### src/sv/ida_pkg.sv
// Shared constants, operation codes and control structs for the identifier allocator.
package ida_pkg;

   localparam int MAX_IDS_DEF  = 1024;
   localparam int SIG_BITS_DEF = 32;

   localparam int               CHUNK_W     = 11;
   localparam logic [CHUNK_W-1:0] CHUNK_RESET = 11'd100;

   localparam int OP_W   = 3;
   localparam int USER_W = OP_W + 1;

   localparam logic [OP_W-1:0] OP_ALLOC = 3'd0;
   localparam logic [OP_W-1:0] OP_FREE  = 3'd1;
   localparam logic [OP_W-1:0] OP_SET   = 3'd2;
   localparam logic [OP_W-1:0] OP_GET   = 3'd3;
   localparam logic [OP_W-1:0] OP_QUERY = 3'd4;

   typedef struct packed {
      logic alloc;
      logic free;
   } pool_cmd_type;

   typedef struct packed {
      logic have;
      logic take_fresh;
   } pool_flags_type;

endpackage

### src/sv/ida_pool.sv
// Pool bookkeeping: fresh range, chunk extension, freed-queue pointers and live count.
module ida_pool #(
   parameter int MAX_IDS = ida_pkg::MAX_IDS_DEF,
   parameter int ID_W    = $clog2(MAX_IDS),
   parameter int CNT_W   = $clog2(MAX_IDS + 1)
) (
   input  logic                         clock,
   input  logic                         reset,
   input  logic [ida_pkg::CHUNK_W-1:0]  chunk_size,
   input  ida_pkg::pool_cmd_type        cmd,
   output ida_pkg::pool_flags_type      flags,
   output logic [CNT_W-1:0]             next_fresh,
   output logic [CNT_W-1:0]             pool_end,
   output logic [ID_W-1:0]              head,
   output logic [ID_W-1:0]              tail,
   output logic [CNT_W-1:0]             fill,
   output logic [CNT_W-1:0]             live_next
);

   localparam int EXT_W = (CNT_W > ida_pkg::CHUNK_W) ? CNT_W : ida_pkg::CHUNK_W;
   localparam int END_RESET = (int'(ida_pkg::CHUNK_RESET) < MAX_IDS) ?
                              int'(ida_pkg::CHUNK_RESET) : MAX_IDS;

   logic [CNT_W-1:0] fresh_ff, fresh_in;
   logic [CNT_W-1:0] end_ff, end_in;
   logic [ID_W-1:0]  head_ff, head_in;
   logic [ID_W-1:0]  tail_ff, tail_in;
   logic [CNT_W-1:0] fill_ff, fill_in;
   logic [CNT_W-1:0] live_ff, live_in;

   logic             need_ext;
   logic [CNT_W-1:0] room;
   logic [EXT_W-1:0] chunk_ext, room_ext, amount_ext;
   logic [CNT_W-1:0] amount;
   logic [CNT_W-1:0] end_ext;

   function automatic logic [ID_W-1:0] wrap_inc(input logic [ID_W-1:0] p);
      return (p == ID_W'(MAX_IDS - 1)) ? '0 : p + 1'b1;
   endfunction

   always_comb begin
      need_ext   = (fresh_ff >= end_ff) && (fill_ff == '0);
      room       = CNT_W'(MAX_IDS) - end_ff;
      chunk_ext  = EXT_W'(chunk_size);
      room_ext   = EXT_W'(room);
      amount_ext = (chunk_ext < room_ext) ? chunk_ext : room_ext;
      amount     = amount_ext[CNT_W-1:0];
      end_ext    = need_ext ? end_ff + amount : end_ff;

      flags.have       = !need_ext || (amount != '0);
      flags.take_fresh = fresh_ff < end_ext;

      fresh_in = fresh_ff;
      end_in   = end_ff;
      head_in  = head_ff;
      tail_in  = tail_ff;
      fill_in  = fill_ff;
      live_in  = live_ff;

      if (cmd.alloc) begin
         end_in  = end_ext;
         live_in = live_ff + 1'b1;
         if (flags.take_fresh) begin
            fresh_in = fresh_ff + 1'b1;
         end else begin
            head_in = wrap_inc(head_ff);
            fill_in = fill_ff - 1'b1;
         end
      end else if (cmd.free) begin
         tail_in = wrap_inc(tail_ff);
         fill_in = fill_ff + 1'b1;
         if (live_ff != '0) begin
            live_in = live_ff - 1'b1;
         end
      end
   end

   always_ff @(posedge clock) begin
      if (reset) begin
         fresh_ff <= '0;
         end_ff   <= CNT_W'(END_RESET);
         head_ff  <= '0;
         tail_ff  <= '0;
         fill_ff  <= '0;
         live_ff  <= '0;
      end else begin
         fresh_ff <= fresh_in;
         end_ff   <= end_in;
         head_ff  <= head_in;
         tail_ff  <= tail_in;
         fill_ff  <= fill_in;
         live_ff  <= live_in;
      end
   end

   assign next_fresh = fresh_ff;
   assign pool_end   = end_ff;
   assign head       = head_ff;
   assign tail       = tail_ff;
   assign fill       = fill_ff;
   assign live_next  = live_in;

endmodule

### config.mk
export PLATFORM = sky130hd
export DESIGN_NAME = ida_pool
export DESIGN_NICKNAME = d
export VERILOG_FILES = /design/src/sv/ida_pkg.sv /design/src/sv/ida_pool.sv
export SDC_FILE = /design/constraint.sdc
export NUM_CORES = 1
export LEC_CHECK = 0
export ABC_AREA = 0
export BUFFER_PORTS_ARGS = -buffer_cell sky130_fd_sc_hd__buf_4
export CORE_ASPECT_RATIO = 1.4
export CORE_MARGIN = 10
export CORE_UTILIZATION = 42
export CTS_CLUSTER_DIAMETER = 200
export CTS_CLUSTER_SIZE = 12
export DETAILED_ROUTE_END_ITERATION = 6
export SLEW_MARGIN = 40
export SYNTH_ARGS = -nofsm -noshare
export SYNTH_HDL_FRONTEND = slang
export SYNTH_SLANG_ARGS = --single-unit
export TNS_END_PERCENT = 10
### constraint.sdc
create_clock -name clock -period 14.97 [get_ports clock]
set_clock_uncertainty 0.2 [all_clocks]
set_input_delay 4.491 -clock clock [delete_from_list [all_inputs] [get_ports clock]]
set_output_delay 4.491 -clock clock [all_outputs]
set_load 0.1 [all_outputs]
Word-level counts from Yosys, hierarchy flattened

Index checks and enable logic that the tools add are counted.

Bits in writable memories: 0
Latch bits: 0
Bits in registers: 64
Output and inout port bits: 66
Word-level logic and storage cells: 44
Input bits: 15
Memories: 0
Bits in read-only memories: 0

Multiplexer cells: 10
$mul: 0
$lt $le $gt $ge: 3
Reductions and logical operators: 11
Shift operators: 0
Bitwise operators: 2
Divide/modulo/power cells: 0
Add/sub/neg operators: 9
Equal/unequal tests: 3

Operators with widths:

| kind                   | number |
|---|---|
| $mux 11                | 8 |
| $add 11x1->11 const B  | 3 |
| $lt 11x11->1           | 2 |
| $reduce_bool 11->1     | 2 |
| $sub 11x1->11 const B  | 2 |
| $add 10x1->10 const B  | 2 |
| $eq 10x10->1 const B   | 2 |
| $mux 10                | 2 |
| $add 11x11->11         | 1 |
| $ge 11x11->1           | 1 |
| $logic_not 11->1       | 1 |
| $sub 11x11->11 const A | 1 |
| $reduce_and 2->1       | 4 |
| $ne 2x2->1 const B     | 1 |
| $not 1->1              | 2 |
| $reduce_bool 2->1      | 1 |
| $logic_and 1x1->1      | 1 |
| $logic_not 1->1        | 1 |
| $logic_or 1x1->1       | 1 |

Depth between registers and ports, before layout

Depth in word-level cells: 8
Depth in mapped cells: 33
Mapped depth without buffers: 30

Least setup slack after synthesis

No wires, ideal clock.

Path kind: input-to-output
Start: in chunk_size[4] (netlist bit)
End: out flags[0] (netlist bit)
Cell stages on the path: 25
Path buffers: 3
Required time: 10.279 ns
Setup slack: -0.207 ns
Arrival time: 10.486 ns
Cells stage by stage: ha_1 a211oi_1 nor2_1 nor3_1 a21oi_1 o41ai_2 clkbuf_1 clkbuf_1 o21ai_0 ha_1 fa_1 a21o_1 a211oi_1 nor2_1 o41ai_1 o21ai_0 nor2_1 mux2i_1 xnor2_1 ha_1 nand2_1 a2111oi_0 o211a_4 buf_6 nor2_1

RTL lines:

| what        | RTL line       | source |
|---|---|---|
| from (decl) | ida_pool.sv:9  | `input logic [ida_pkg::CHUNK_W-1:0] chunk_size,` |
| to (decl)   | ida_pool.sv:11 | `output ida_pkg::pool_flags_type flags,` |

==> results.yml <==
worst_setup_path:
  crit_required_ps: 10280
  cp_max_fo: 4
  startpoint_type: "input port"
  cp.arrival_ps: 9700
  crit_type: "input port to output pin"
  endpoint_kind: "output pin"
pwr:
  netSwitchingFraction_pct: 46.8
  power_frac_clock_pct: 25.2
  p_comb_share_pct: 47.4
  p_leak_nw: 2.66
  powerDensity_nw_per_um2: 126
  p_switching_mw: 0.351
  pwr-share-seq_pct: 27.4
  vdd_drop_max_uv: 194
  internal_power_mw: 0.399
layout:
  area_delta_synth_final_pct: 19.9
  multi_input_area_um2: 3470
  seqCellArea_um2: 1280
  layout_commonest_cell: "buf_4"
  antennaDiodeCount: 0
  drive_gt1_share_pct: 16.7
  final_cell_mix: "buf_4 (84), nor2_1 (79), dfxtp_1 (64)"
  final_cells: 841
  final_nets: 763
  fill_cells: 1147
flow_run:
  drv_cap: 0
synth:
  ys_seq_area_share_pct: 25.8
  ys_top_cells_by_area: "dfxtp_1 (26%), ha_1 (14%), xnor2_1 (6.3%), nor2_1 (6.0%), mux2i_1 (4.4%)"
  synth-main-ff-cell: "dfxtp_1"
  postSynthAreaPerCell_um2: 8.10
  yosysTopAreaCell: "dfxtp_1"
  syn_nets: 688
  netlist-cell-type-count: 59
  yosys_warnings: 0
  syn_inst: 614
  synth_top_area_share_pct: 25.8
  ys_ff_latch: 64
  synth_area_um2: 4970
  async_reset_ff_share_pct: 0
  synth_edf_count: 0
placed_design:
  dpl.cell_count: 825
  place_hpwl_mm: 11.0
  globalplace.congestion: 1.00
  port_buffers: 80
cts:
  cts_tree: "built"
  ctsResizeCount: 0
  h-tree-depth: 3
  clock_latency_ps: 330
  cts_made_buffers: 9
  max-clock-path-buffers: 2
  cts_sinks: 64
  cts_hold_buf: 0
  postCtsSetupBuffers: 0
  path_clk_slew_ps: 60
  cts-root-buf: "clkbuf_16"
global_routing:
  gr-total-overflow: 0
  grt_pass1_wl_mm: 23.5
  antenna_found_initial: 0
  track_usage_pct: 16.8
  grt_max_degree: 46
  grt_pass1_vias: 4785
detailed_routing:
  ant_nets: 0
  wl_per_cell_um: 16.8
  vias: 4625
  drt-total-wl_mm: 14.2
  drc: 0
  firstDrtPassIters: 4
  drt-vias-per-instance: 5.50
  drtIter0Drc: 174
floorplan:
  dieArea_um2: 16700
  die_w_um: 112
  io_pins: 81
  core_um2: 11700
  die_h_um: 149
  start_util_pct: 42.5
  num_rows: 47
timing:
  hold_violations: 0
  clock.fmax_mhz: 69.5
  finalSetupViolations: 0
  finalSetupTns_ps: 0
  min_period_ps: 14390
  drv_slew: 0
  rsz0062_at_grt: "false"
  slew_headroom_pct: 48.0
  fin_crit_sh_pct: 96.1
  worst_slew_pin_slew_ps: 779
outcome:
  status: "complete, no violations"
worst_hold_path:
  hold_path_class: "flip-flop to flip-flop"
## worst max-delay path, cell delays in order
cell	delay, ps
buf_4	120
ha_1	310
a211oi_1	240
nor2_1	70
nor3_1	150
a21oi_1	100
o41ai_2	350
o21ai_0	170
ha_1	240
fa_1	400
a21o_1	230
a211oi_1	240
nor2_1	90
o41ai_1	510
o21ai_0	230
nor2_1	120
mux2i_1	100
xnor2_1	140
ha_1	290
nand2_1	110
a2111oi_0	470
o211a_4	260
nor2_2	40
buf_4	220
## cell type report
type / instances / area share, %
Sequential cell: 64 / 21.5
Tap cell: 147 / 3.09
Clock inverter: 4 / 0.336
Multi-Input combinational cell: 496 / 58.2
Inverter: 34 / 2.14
Clock buffer: 12 / 4.14
Timing Repair Buffer: 84 / 10.6
## power by group through the flow
stage          combinational [mW]  clock (mW)  sequential, mW
2_1_floorplan               0.247           0           0.245
3_3_place_gp                0.351           0           0.208
3_5_place_dp                0.356           0           0.208
4_1_cts                     0.357       0.193           0.205
5_1_grt                     0.380       0.201           0.208
6_report                    0.356       0.189           0.205
## routing by layer
layer,GRT usage (%),part of all wire (%)
met5,0,0
met4,6.36,1.6
met3,3.46,3.6
met2,32.0,55
met1,17.6,40
## flip-flops by register name, indices dropped and copies added, names as in the netlist
name        cells
fill           11
head           10
live_ff        11
next_fresh     11
pool_end       11
tail           10
## metrics by stage
step / total power [mW] / setup slack [ps] / utilization [%] / hold WS [ps] / area (um2)
CTS: 0.756 / 614 / 50.9 / 300 / 5950
finish: 0.750 / 581 / 50.9 / 297 / 5960
detailed placement: 0.564 / 631 / 48.6 / 293 / 5690
global route: 0.790 / 106 / 50.9 / 334 / 5960
global placement: 0.558 / 778 / 48.6 / 288 / 5690
floorplan: 0.492 / 255 / - / 727 / 4970
## kinds of logic (layout without fill, tap and decap cells)
kind of cell	Yosys count	count (layout)	share of synthesized area, %
adder cells (fa/ha/maj)	59	59	15.1
AO/OA/AOI/OAI	118	118	16.0
multiplexers	25	25	5.11
flip-flops	64	64	25.8
XOR/XNOR	54	54	9.51
AND/OR/NAND/NOR	240	240	23.9
buffers and inverters	54	134	4.63
## cells in the mapped netlist (3+ instances only)
library cell and number:
nor3b_1 3, a21o_1 5, or3_1 9, buf_6 3
nand2b_1 4, mux2_2 3, inv_1 34, a211o_1 3
ha_1 57, and3_1 8, xor2_1 18, and2_1 12
nand3_1 19, nor2b_1 7, xnor2_1 36, mux2i_1 22
dfxtp_1 64, a31o_2 3, a211oi_1 6, nor4_1 7
o211ai_1 6, nand4_1 13, clkbuf_1 15, o41ai_1 5
a21oi_1 28, nand2_1 48, o31ai_1 5, nor2_1 80
nor3_1 18, o21ai_0 33, o21a_1 4, a31oi_1 4
## final timing paths
check / startpoint / to / slack (ps) / depth (start not counted)
setup / recovery: chunk_size[4] / flags[0] / 580 / 24
hold / removal: head[9] / head[9] / 300 / 1
setup reg to reg: pool_end[0] / fill[10] / 7490 / 30
hold reg to reg: head[9] / head[9] / 300 / 1
No activity file was read; power rests on OpenSTA's default activity.
